File: config.mk
export PLATFORM = sky130hd
export DESIGN_NAME = http2_frame_deframer_core
export DESIGN_NICKNAME = d
export VERILOG_FILES = /design/src/rtl/hfd_pkg.sv /design/src/rtl/hfd_parser.sv /design/src/rtl/hfd_block_calc.sv /design/src/rtl/http2_frame_deframer_core.sv
export SDC_FILE = /design/constraint.sdc
export NUM_CORES = 1
export LEC_CHECK = 0
export BUFFER_PORTS_ARGS = -buffer_cell sky130_fd_sc_hd__buf_2
export CAP_MARGIN = 20
export CORE_AREA = 2 2 253 255
export DETAILED_ROUTE_END_ITERATION = 6
export DIE_AREA = 0 0 255 257
export SYNTH_ARGS = -nofsm -noshare
export SYNTH_HDL_FRONTEND = slang
export SYNTH_SLANG_ARGS = --single-unit
File: constraint.sdc
create_clock -name clk_i -period 14.15 [get_ports clk_i]
set_clock_uncertainty 0.2 [all_clocks]
set_input_delay 2.83 -clock clk_i [delete_from_list [all_inputs] [get_ports clk_i]]
set_output_delay 2.83 -clock clk_i [all_outputs]
set_load 0.01 [all_outputs]
File: src/rtl/hfd_pkg.sv
// Package for the HTTP/2 frame deframer: beat and frame types, header
// constants and the client connection preface table.
// No dependencies; used by every module of the block.
`default_nettype none

package hfd_pkg;

  // Stream widths: tdata is padded up to whole bytes.
  localparam int unsigned InTdataW  = 72;
  localparam int unsigned OutTdataW = 184;

  localparam logic [4:0] PREFACE_LEN   = 5'd24;
  localparam logic [3:0] HDR_LEN       = 4'd9;
  localparam logic [24:0] PRIORITY_LEN = 25'd5;
  localparam logic [7:0] FLAG_PADDED   = 8'h08;
  localparam logic [7:0] FLAG_PRIORITY = 8'h20;
  localparam logic [7:0] TYPE_HEADERS  = 8'h01;
  localparam logic [7:0] SID_TOP_MASK  = 8'h7f;

  // Byte position inside the 9-byte frame header.
  typedef enum logic [3:0] {
    HDR_LEN_HI  = 4'd0,
    HDR_LEN_MID = 4'd1,
    HDR_LEN_LO  = 4'd2,
    HDR_TYPE    = 4'd3,
    HDR_FLAGS   = 4'd4,
    HDR_SID_3   = 4'd5,
    HDR_SID_2   = 4'd6,
    HDR_SID_1   = 4'd7,
    HDR_SID_0   = 4'd8
  } hdr_pos_e;

  // One captured byte with its tags.
  typedef struct packed {
    logic        dir;
    logic [7:0]  data;
    logic [62:0] ts;
  } hfd_beat_t;

  // Snapshot of a completed frame header.
  typedef struct packed {
    logic        dir;
    logic [30:0] sid;
    logic [7:0]  ftype;
    logic [7:0]  flags;
    logic [23:0] len;
    logic [7:0]  pad;
    logic [62:0] ts;
  } hfd_frame_t;

  // One frame event as it leaves the block.
  typedef struct packed {
    logic        frame_direction;
    logic [30:0] stream_num;
    logic [7:0]  frame_kind;
    logic [7:0]  frame_flags;
    logic [23:0] payload_length;
    logic [62:0] frame_timestamp;
    logic        block_present;
    logic [23:0] block_offset;
    logic [23:0] block_length;
  } hfd_event_t;

  // Client connection preface "PRI * HTTP/2.0\r\n\r\nSM\r\n\r\n".
  function automatic logic [7:0] preface_byte(input logic [4:0] idx);
    logic [7:0] val;
    case (idx)
      5'd0:    val = 8'h50;
      5'd1:    val = 8'h52;
      5'd2:    val = 8'h49;
      5'd3:    val = 8'h20;
      5'd4:    val = 8'h2a;
      5'd5:    val = 8'h20;
      5'd6:    val = 8'h48;
      5'd7:    val = 8'h54;
      5'd8:    val = 8'h54;
      5'd9:    val = 8'h50;
      5'd10:   val = 8'h2f;
      5'd11:   val = 8'h32;
      5'd12:   val = 8'h2e;
      5'd13:   val = 8'h30;
      5'd14:   val = 8'h0d;
      5'd15:   val = 8'h0a;
      5'd16:   val = 8'h0d;
      5'd17:   val = 8'h0a;
      5'd18:   val = 8'h53;
      5'd19:   val = 8'h4d;
      5'd20:   val = 8'h0d;
      5'd21:   val = 8'h0a;
      5'd22:   val = 8'h0d;
      5'd23:   val = 8'h0a;
      default: val = 8'h00;
    endcase
    return val;
  endfunction

endpackage

`default_nettype wire

File: src/rtl/hfd_parser.sv
// Per-direction frame parser: preface matcher, header capture and payload
// skip, with a register that holds the header of each completed frame.
// Depends on hfd_pkg.
`default_nettype none

module hfd_parser
  import hfd_pkg::*;
(
  input  wire logic       clk_i,
  input  wire logic       rst_ni,
  input  wire logic       fire_i,
  input  wire hfd_beat_t  beat_i,
  input  wire logic       adv_i,
  output logic            frame_valid_o,
  output hfd_frame_t      frame_o
);

  logic             preface_done_q, preface_done_d;
  logic [4:0]       pre_pos_q, pre_pos_d;
  logic [1:0][3:0]  hdr_cnt_q, hdr_cnt_d;
  logic [1:0]       in_pay_q, in_pay_d;
  logic [1:0][23:0] len_q, len_d;
  logic [1:0][7:0]  type_q, type_d;
  logic [1:0][7:0]  flags_q, flags_d;
  logic [1:0][30:0] sid_q, sid_d;
  logic [1:0][23:0] rem_q, rem_d;
  logic [1:0][7:0]  pad_q, pad_d;

  logic             emit;
  logic [4:0]       pos;
  logic [3:0]       hpos;
  logic             d;
  logic [7:0]       b;
  hfd_frame_t       frame_d;
  logic             frame_valid_q;
  hfd_frame_t       frame_q;

  // Next state for the direction of the current beat.
  always_comb begin
    d               = beat_i.dir;
    b               = beat_i.data;
    preface_done_d  = preface_done_q;
    pre_pos_d       = pre_pos_q;
    hdr_cnt_d       = hdr_cnt_q;
    in_pay_d        = in_pay_q;
    len_d           = len_q;
    type_d          = type_q;
    flags_d         = flags_q;
    sid_d           = sid_q;
    rem_d           = rem_q;
    pad_d           = pad_q;
    emit            = 1'b0;
    pos             = (pre_pos_q >= PREFACE_LEN) ? 5'd0 : pre_pos_q;
    hpos            = (hdr_cnt_q[d] >= HDR_LEN) ? 4'd0 : hdr_cnt_q[d];
    if (fire_i) begin
      if (!d && !preface_done_q) begin
        // Client preface; a mismatching byte is dropped and matching restarts.
        if (b == preface_byte(pos)) begin
          if (pos == PREFACE_LEN - 5'd1) begin
            preface_done_d = 1'b1;
            pre_pos_d      = 5'd0;
          end else begin
            pre_pos_d = pos + 5'd1;
          end
        end else begin
          pre_pos_d = 5'd0;
        end
      end else if (!in_pay_q[d]) begin
        // Frame header capture.
        case (hdr_pos_e'(hpos))
          HDR_LEN_HI:  len_d[d]         = {b, 16'h0000};
          HDR_LEN_MID: len_d[d][15:8]   = b;
          HDR_LEN_LO:  len_d[d][7:0]    = b;
          HDR_TYPE:    type_d[d]        = b;
          HDR_FLAGS:   flags_d[d]       = b;
          HDR_SID_3:   sid_d[d]         = {b[6:0] & SID_TOP_MASK[6:0], 24'h000000};
          HDR_SID_2:   sid_d[d][23:16]  = b;
          HDR_SID_1:   sid_d[d][15:8]   = b;
          HDR_SID_0:   sid_d[d][7:0]    = b;
          default:     sid_d[d][7:0]    = b;
        endcase
        if (hpos == HDR_LEN - 4'd1) begin
          hdr_cnt_d[d] = 4'd0;
          if (len_q[d] == 24'd0) begin
            emit = 1'b1;
          end else begin
            in_pay_d[d] = 1'b1;
            rem_d[d]    = len_q[d];
          end
        end else begin
          hdr_cnt_d[d] = hpos + 4'd1;
        end
      end else begin
        // Payload skip; the first payload byte is kept as the pad length.
        if (rem_q[d] == len_q[d]) begin
          pad_d[d] = b;
        end
        rem_d[d] = rem_q[d] - 24'd1;
        if (rem_d[d] == 24'd0) begin
          in_pay_d[d] = 1'b0;
          emit        = 1'b1;
        end
      end
    end
  end

  // Header snapshot taken from the updated state of this direction.
  always_comb begin
    frame_d.dir   = d;
    frame_d.sid   = sid_d[d];
    frame_d.ftype = type_d[d];
    frame_d.flags = flags_d[d];
    frame_d.len   = len_d[d];
    frame_d.pad   = pad_d[d];
    frame_d.ts    = beat_i.ts;
  end

  // Parser state registers.
  always_ff @(posedge clk_i or negedge rst_ni) begin
    if (!rst_ni) begin
      preface_done_q <= 1'b0;
      pre_pos_q      <= 5'd0;
      hdr_cnt_q      <= '0;
      in_pay_q       <= '0;
      len_q          <= '0;
      type_q         <= '0;
      flags_q        <= '0;
      sid_q          <= '0;
      rem_q          <= '0;
      pad_q          <= '0;
    end else begin
      preface_done_q <= preface_done_d;
      pre_pos_q      <= pre_pos_d;
      hdr_cnt_q      <= hdr_cnt_d;
      in_pay_q       <= in_pay_d;
      len_q          <= len_d;
      type_q         <= type_d;
      flags_q        <= flags_d;
      sid_q          <= sid_d;
      rem_q          <= rem_d;
      pad_q          <= pad_d;
    end
  end

  // Completed-frame register.
  always_ff @(posedge clk_i or negedge rst_ni) begin
    if (!rst_ni) begin
      frame_valid_q <= 1'b0;
    end else if (adv_i) begin
      frame_valid_q <= fire_i && emit;
    end
  end

  always_ff @(posedge clk_i) begin
    if (adv_i && fire_i && emit) begin
      frame_q <= frame_d;
    end
  end

  assign frame_valid_o = frame_valid_q;
  assign frame_o       = frame_q;

  // Once the preface is seen it is never matched again.
  assert property (@(posedge clk_i) disable iff (!rst_ni)
    preface_done_q |=> preface_done_q)
    else $error("preface_done cleared after it was set");

  // Header counters stay within the nine header bytes.
  assert property (@(posedge clk_i) disable iff (!rst_ni)
    (hdr_cnt_q[0] < HDR_LEN) && (hdr_cnt_q[1] < HDR_LEN))
    else $error("header counter out of range");

  // A direction in its payload always has bytes left to skip.
  assert property (@(posedge clk_i) disable iff (!rst_ni)
    (!in_pay_q[0] || (rem_q[0] != 24'd0)) && (!in_pay_q[1] || (rem_q[1] != 24'd0)))
    else $error("payload state with nothing remaining");

endmodule

`default_nettype wire

File: src/rtl/hfd_block_calc.sv
// Header-block locator: strips pad length, padding and priority fields from
// a completed HEADERS frame and holds the event in the output register.
// Depends on hfd_pkg.
`default_nettype none

module hfd_block_calc
  import hfd_pkg::*;
(
  input  wire logic       clk_i,
  input  wire logic       rst_ni,
  input  wire logic       frame_valid_i,
  input  wire hfd_frame_t frame_i,
  input  wire logic       out_ready_i,
  output logic            ready_o,
  output logic            out_valid_o,
  output hfd_event_t      event_o
);

  logic        present;
  logic [23:0] off;
  logic [23:0] fin;
  logic [24:0] off_pri;
  hfd_event_t  ev_d;
  hfd_event_t  ev_q;
  logic        out_valid_q;

  // Block start and end inside the payload.
  always_comb begin
    present = (frame_i.ftype == TYPE_HEADERS) && (frame_i.sid != 31'd0);
    off     = 24'd0;
    fin     = frame_i.len;
    if (((frame_i.flags & FLAG_PADDED) != 8'h00) && (frame_i.len != 24'd0)) begin
      if ({16'h0000, frame_i.pad} > (frame_i.len - 24'd1)) begin
        off = frame_i.len;
      end else begin
        off = 24'd1;
        fin = frame_i.len - {16'h0000, frame_i.pad};
      end
    end
    off_pri = {1'b0, off} + PRIORITY_LEN;
    if ((frame_i.flags & FLAG_PRIORITY) != 8'h00) begin
      off = (off_pri > {1'b0, fin}) ? fin : off_pri[23:0];
    end
  end

  // Event fields.
  always_comb begin
    ev_d.frame_direction = frame_i.dir;
    ev_d.stream_num      = frame_i.sid;
    ev_d.frame_kind      = frame_i.ftype;
    ev_d.frame_flags     = frame_i.flags;
    ev_d.payload_length  = frame_i.len;
    ev_d.frame_timestamp = frame_i.ts;
    ev_d.block_present   = present;
    ev_d.block_offset    = present ? off : 24'd0;
    ev_d.block_length    = present ? (fin - off) : 24'd0;
  end

  assign ready_o = !out_valid_q || out_ready_i;

  // Output register; it refills in the cycle the waiting beat is taken.
  always_ff @(posedge clk_i or negedge rst_ni) begin
    if (!rst_ni) begin
      out_valid_q <= 1'b0;
    end else if (ready_o) begin
      out_valid_q <= frame_valid_i;
    end
  end

  always_ff @(posedge clk_i) begin
    if (ready_o && frame_valid_i) begin
      ev_q <= ev_d;
    end
  end

  assign out_valid_o = out_valid_q;
  assign event_o     = ev_q;

  // A header block never reaches past the payload.
  assert property (@(posedge clk_i) disable iff (!rst_ni)
    (out_valid_q && ev_q.block_present) |->
      (({1'b0, ev_q.block_offset} + {1'b0, ev_q.block_length}) <=
       {1'b0, ev_q.payload_length}))
    else $error("header block beyond payload end");

  // Frames without a header block report an empty block.
  assert property (@(posedge clk_i) disable iff (!rst_ni)
    (out_valid_q && !ev_q.block_present) |->
      ((ev_q.block_offset == 24'd0) && (ev_q.block_length == 24'd0)))
    else $error("block fields set without a header block");

  // A stalled output beat stays valid and unchanged.
  assert property (@(posedge clk_i) disable iff (!rst_ni)
    (out_valid_q && !out_ready_i) |=> (out_valid_q && $stable(ev_q)))
    else $error("output beat changed while stalled");

endmodule

`default_nettype wire

File: src/rtl/http2_frame_deframer_core.sv
// HTTP/2 frame deframer top level: input register, parser and block locator.
// Depends on hfd_pkg, hfd_parser and hfd_block_calc.
//
// Usage:
//   The slave stream carries one captured byte per beat: tuser is the
//   direction (0 client to server, 1 server to client), tdata holds the byte
//   and its 63-bit timestamp. The client direction must first carry the
//   24-byte connection preface; bytes that break the match are dropped.
//   The master stream carries one beat per completed frame, issued on the
//   frame's last byte, with the header fields and, for HEADERS on a nonzero
//   stream, the header-block offset and length inside the payload.
//   Throughput is one byte per cycle while the master side takes beats: the
//   per-direction counters update when the parser accepts the registered byte.
//   A byte passes the input register, the parser's frame register and the
//   output register before its event shows on the master side.
//   Reset clears all frame state and the preface match, and drops any beats
//   in flight. When the receiver stalls, up to three beats are held in the
//   input, frame and output registers before tready falls.
`default_nettype none

module http2_frame_deframer_core
  import hfd_pkg::*;
(
  input  wire logic                 clk_i,
  input  wire logic                 rst_ni,
  input  wire logic                 s_axis_tvalid,
  output logic                      s_axis_tready,
  input  wire logic [InTdataW-1:0]  s_axis_tdata,   // data_byte, timestamp
  input  wire logic                 s_axis_tuser,   // direction
  output logic                      m_axis_tvalid,
  input  wire logic                 m_axis_tready,
  output logic [OutTdataW-1:0]      m_axis_tdata,   // stream_num, frame_kind, frame_flags,
                                                    // payload_length, frame_timestamp,
                                                    // block_present, block_offset,
                                                    // block_length
  output logic                      m_axis_tuser    // frame_direction
);

  hfd_beat_t  beat_q;
  logic       beat_valid_q;
  logic       frame_valid;
  hfd_frame_t frame;
  logic       calc_ready;
  logic       frame_ready;
  logic       fire;
  hfd_event_t ev;

  assign frame_ready   = !frame_valid || calc_ready;
  assign fire          = beat_valid_q && frame_ready;
  assign s_axis_tready = !beat_valid_q || frame_ready;

  // Input register.
  always_ff @(posedge clk_i or negedge rst_ni) begin
    if (!rst_ni) begin
      beat_valid_q <= 1'b0;
    end else if (s_axis_tready) begin
      beat_valid_q <= s_axis_tvalid;
    end
  end

  always_ff @(posedge clk_i) begin
    if (s_axis_tready && s_axis_tvalid) begin
      beat_q.dir  <= s_axis_tuser;
      beat_q.data <= s_axis_tdata[7:0];
      beat_q.ts   <= s_axis_tdata[70:8];
    end
  end

  hfd_parser u_parser (
    .clk_i         (clk_i),
    .rst_ni        (rst_ni),
    .fire_i        (fire),
    .beat_i        (beat_q),
    .adv_i         (frame_ready),
    .frame_valid_o (frame_valid),
    .frame_o       (frame)
  );

  hfd_block_calc u_block_calc (
    .clk_i         (clk_i),
    .rst_ni        (rst_ni),
    .frame_valid_i (frame_valid),
    .frame_i       (frame),
    .out_ready_i   (m_axis_tready),
    .ready_o       (calc_ready),
    .out_valid_o   (m_axis_tvalid),
    .event_o       (ev)
  );

  // Output packing, first field in the lowest bits.
  assign m_axis_tuser = ev.frame_direction;
  assign m_axis_tdata = {1'b0, ev.block_length, ev.block_offset, ev.block_present,
                         ev.frame_timestamp, ev.payload_length, ev.frame_flags,
                         ev.frame_kind, ev.stream_num};

endmodule

`default_nettype wire
==> results.ini <==
[grt]
overflow = 0
grt_start_max_net_pins = 150
antenna_found_initial = 1
met1_usage_pct = 28.4
use_met3_pct = 3.58
grt_first_pass_wirelength_um = 107000
grt_pass1_vias = 18500
gr-usage-met2_pct = 35.3
track_usage_pct = 21.2
grt-busiest-layer = met2

[sta]
slew_headroom_pct = 33.3
fin_crit_ns = 10.22
final_max_slew_viol_count = 0
hold_ws_ns = 0.214
totalNegativeSetupSlack_ns = 0
finalSetupViolCount = 0
rsz0062_at_grt = false
fin_crit_sh_pct = 72.2
finalHoldViolCount = 0
worst_pin_slew_ns = 0.991
max_freq_mhz = 97.9

[setup_path]
reg2reg_depth = 38
slowest_stage = nor4_1
slowest_delay_ns = 0.74
crit_fanout = 13
path_class = reg2reg
r2r-start = u_parser.frame_o[71]
cp-endpoint = u_block_calc.event_o[20]
cp-end-kind = register
worstReg2RegEnd = u_block_calc.event_o[20]
startpoint_type = register
cp.arrival_ns = 10.36
critPathLaunch = u_parser.frame_o[71]
critPathRequiredTime_ns = 14.29
reg2reg_slack_ns = 3.93

[synthesis]
yosys.area_share.simple_pct = 10.4
yosys.area.top_type = edfxtp_1
synth_top_family_by_area = simple AND/OR/NAND/NOR gates
netlist_area_mm2 = 0.0280
async_reset_ff_share_pct = 36.1
ys_seq_elements = 624
muxShareOfSynthArea_pct = 7.15
synthAdderAreaFrac_pct = 3.67
synth_warnings = 0
ys_types = 87
synth_cells = 2204
ys.flop_type = edfxtp_1
synth_compound_area_share_pct = 9.99
synth_edf_count = 399
synthTopCellsByArea = edfxtp_1 (43%), dfrtp_1 (20%), mux2_2 (4.2%)
synthXorXnorAreaFrac_pct = 3.72
yosysTopAreaCellShare_pct = 42.8
ys_seq_area_share_pct = 62.9
syn_avg_cell_area_um2 = 12.7

[cells_and_area]
drive_gt1_share_pct = 20.9
fill_cells = 5388
fin_cells = 3374
seq_area_mm2 = 0.0176
fin_area_mm2 = 0.0325
multiInputGateArea_mm2 = 0.00985
nNetsFinal = 2633
syn_to_final_growth_pct = 16.2
utilization_pct = 51.9

[placed_design]
port_buffers = 261
gp_congestion = 0.878
dp_cells = 3252
place_area_mm2 = 0.0303
hpwl_um = 47500

[flow_run]
cap_violations = 0

[floorplan]
die_w_um = 255
start_util_pct = 44.7
fp-row-count = 92
io_pins = 264
core_mm2 = 0.0627
die_area_mm2 = 0.0655
die_y_um = 257

[clock_network]
cts_buffers = 67
root_buffer = clkbuf_16
cts_hold_buffers = 0
cts_resized = 0
cts_tree = done
worstSkewPairLatency_ns = 0.61
clkSlewWorstSetupHoldPaths_ns = 0.06
htree_levels = 3
cts_setup_buffers = 0
clock_sinks = 624
cts_buffer_depth = 3

[power_and_ir_drop]
leakagePower_uw = 0.0129
power_per_cell_area_mw_per_mm2 = 147
ir_worst_vdd_uv = 99.4

[detailed_routing]
drtAntennaViolNets = 0
finalWirelength_um = 69600
via_per_inst = 5.46
drt_iter0_drc = 1371
dr.pass1.iters = 5
wl_per_cell_um = 20.6
vias = 18400
route.detailed.drc = 0

[min_path]
hold_class = reg2reg

[status]
status = completed

flip-flops by register name (all words and copies together), names as in the netlist, named ones only:
signal / count
u_parser.preface_done_q: 1
u_parser.pad_q: 16
u_parser.frame_valid_o: 1
u_block_calc.out_valid_o: 1
beat_valid_q: 1
u_parser.type_q: 16
u_parser.frame_o: 143
u_parser.hdr_cnt_q: 8
u_parser.flags_q: 16
u_parser.rem_q: 46
u_parser.len_q: 48
beat_q: 72
u_block_calc.event_o: 184
u_parser.sid_q: 62
u_parser.pre_pos_q: 5
per-stage QoR:
step	total power (uW)	setup slack (ns)
detailed placement	3010	3.83
global route	5000	2.95
CTS	4830	3.82
finish	4800	3.93
floorplan	2760	3.87
global placement	2990	3.99
per-layer routing:
layer / part of all wire, % / vias up / wire length [um]
met5: 0 / - / 0
met4: 2.8 / 0 / 1920
met3: 4.8 / 109 / 3320
met2: 49 / 533 / 34100
met1: 44 / 9122 / 30300
li1: - / 8667 / -
cell families after synthesis:
logic type | Yosys count
AOI/OAI and AO/OA | 412
xor gates and xnor gates | 119
adders and majority gates | 81
buffers and inverters | 157
DFF | 624
muxes | 186
other | 1
and+or+nand+nor | 624
cell usage after synthesis, drive strengths merged, types with 14 or more instances:
library cell	count
edfxtp	399
dfrtp	225
a31oi	21
mux2i	80
xor2	44
clkbuf	71
nand3	21
o21ai	101
a21oi	102
nor4	37
nor2	249
xnor2	75
a22o	70
mux2	106
buf	27
nor3	36
nand2	163
and3	14
nand4	16
ha	79
inv	59
final cells by class:
| type | count | share of cell area (%) |
|---|---|---|
| flip-flops and latches | 624 | 54.1 |
| multi-input cells | 1437 | 30.3 |
| clock buffers | 90 | 5.67 |
| repair buffers | 286 | 4.66 |
| well taps | 846 | 3.25 |
| clock inverters | 31 | 1.35 |
| inverters | 59 | 0.680 |
| diodes | 1 | 0.00769 |
cell usage in the layout, fill, tap and decap left out, types with 36 or more instances in the layout:
cell,synthesis,final
mux2_2,105,105
a22o_1,70,70
nand2_1,163,163
xor2_1,44,44
nor2_1,249,246
o21ai_0,90,90
xnor2_1,75,75
clkbuf_16,0,68
edfxtp_1,399,399
nor4_1,36,36
a21oi_1,101,101
dfrtp_1,225,224
ha_1,79,79
inv_1,58,58
mux2i_1,79,79
buf_2,12,260
worst min-delay path by stage:
stage                                            to  depth (start not counted)            startpoint  slack (ns)
after CTS                      u_parser.frame_o[21]                          0            beat_q[21]        0.21
after global routing           u_parser.frame_o[41]                          0            beat_q[41]        0.22
after global placement         u_parser.frame_o[52]                          0            beat_q[52]        0.20
after floorplan           u_block_calc.event_o[100]                          0  u_parser.frame_o[51]        0.20
after detailed placement  u_block_calc.event_o[103]                          0  u_parser.frame_o[54]        0.20
final                          u_parser.frame_o[49]                          0            beat_q[49]        0.21
critical path: cells and delay by family, from the launching register on:
kind,cells,cell delay (ns)
AOI/OAI and AO/OA,17,3.88
xor gates and xnor gates,2,0.40
adders and majority gates,5,1.37
buffers and inverters,5,0.80
DFF,1,0.53
and+or+nand+nor,9,2.81
report_power, final:
group | internal (uW) | switching, uW
Clock | 1070 | 732
Combinational | 313 | 404
Sequential | 2090 | 185
(Power assumes the default switching activity.)
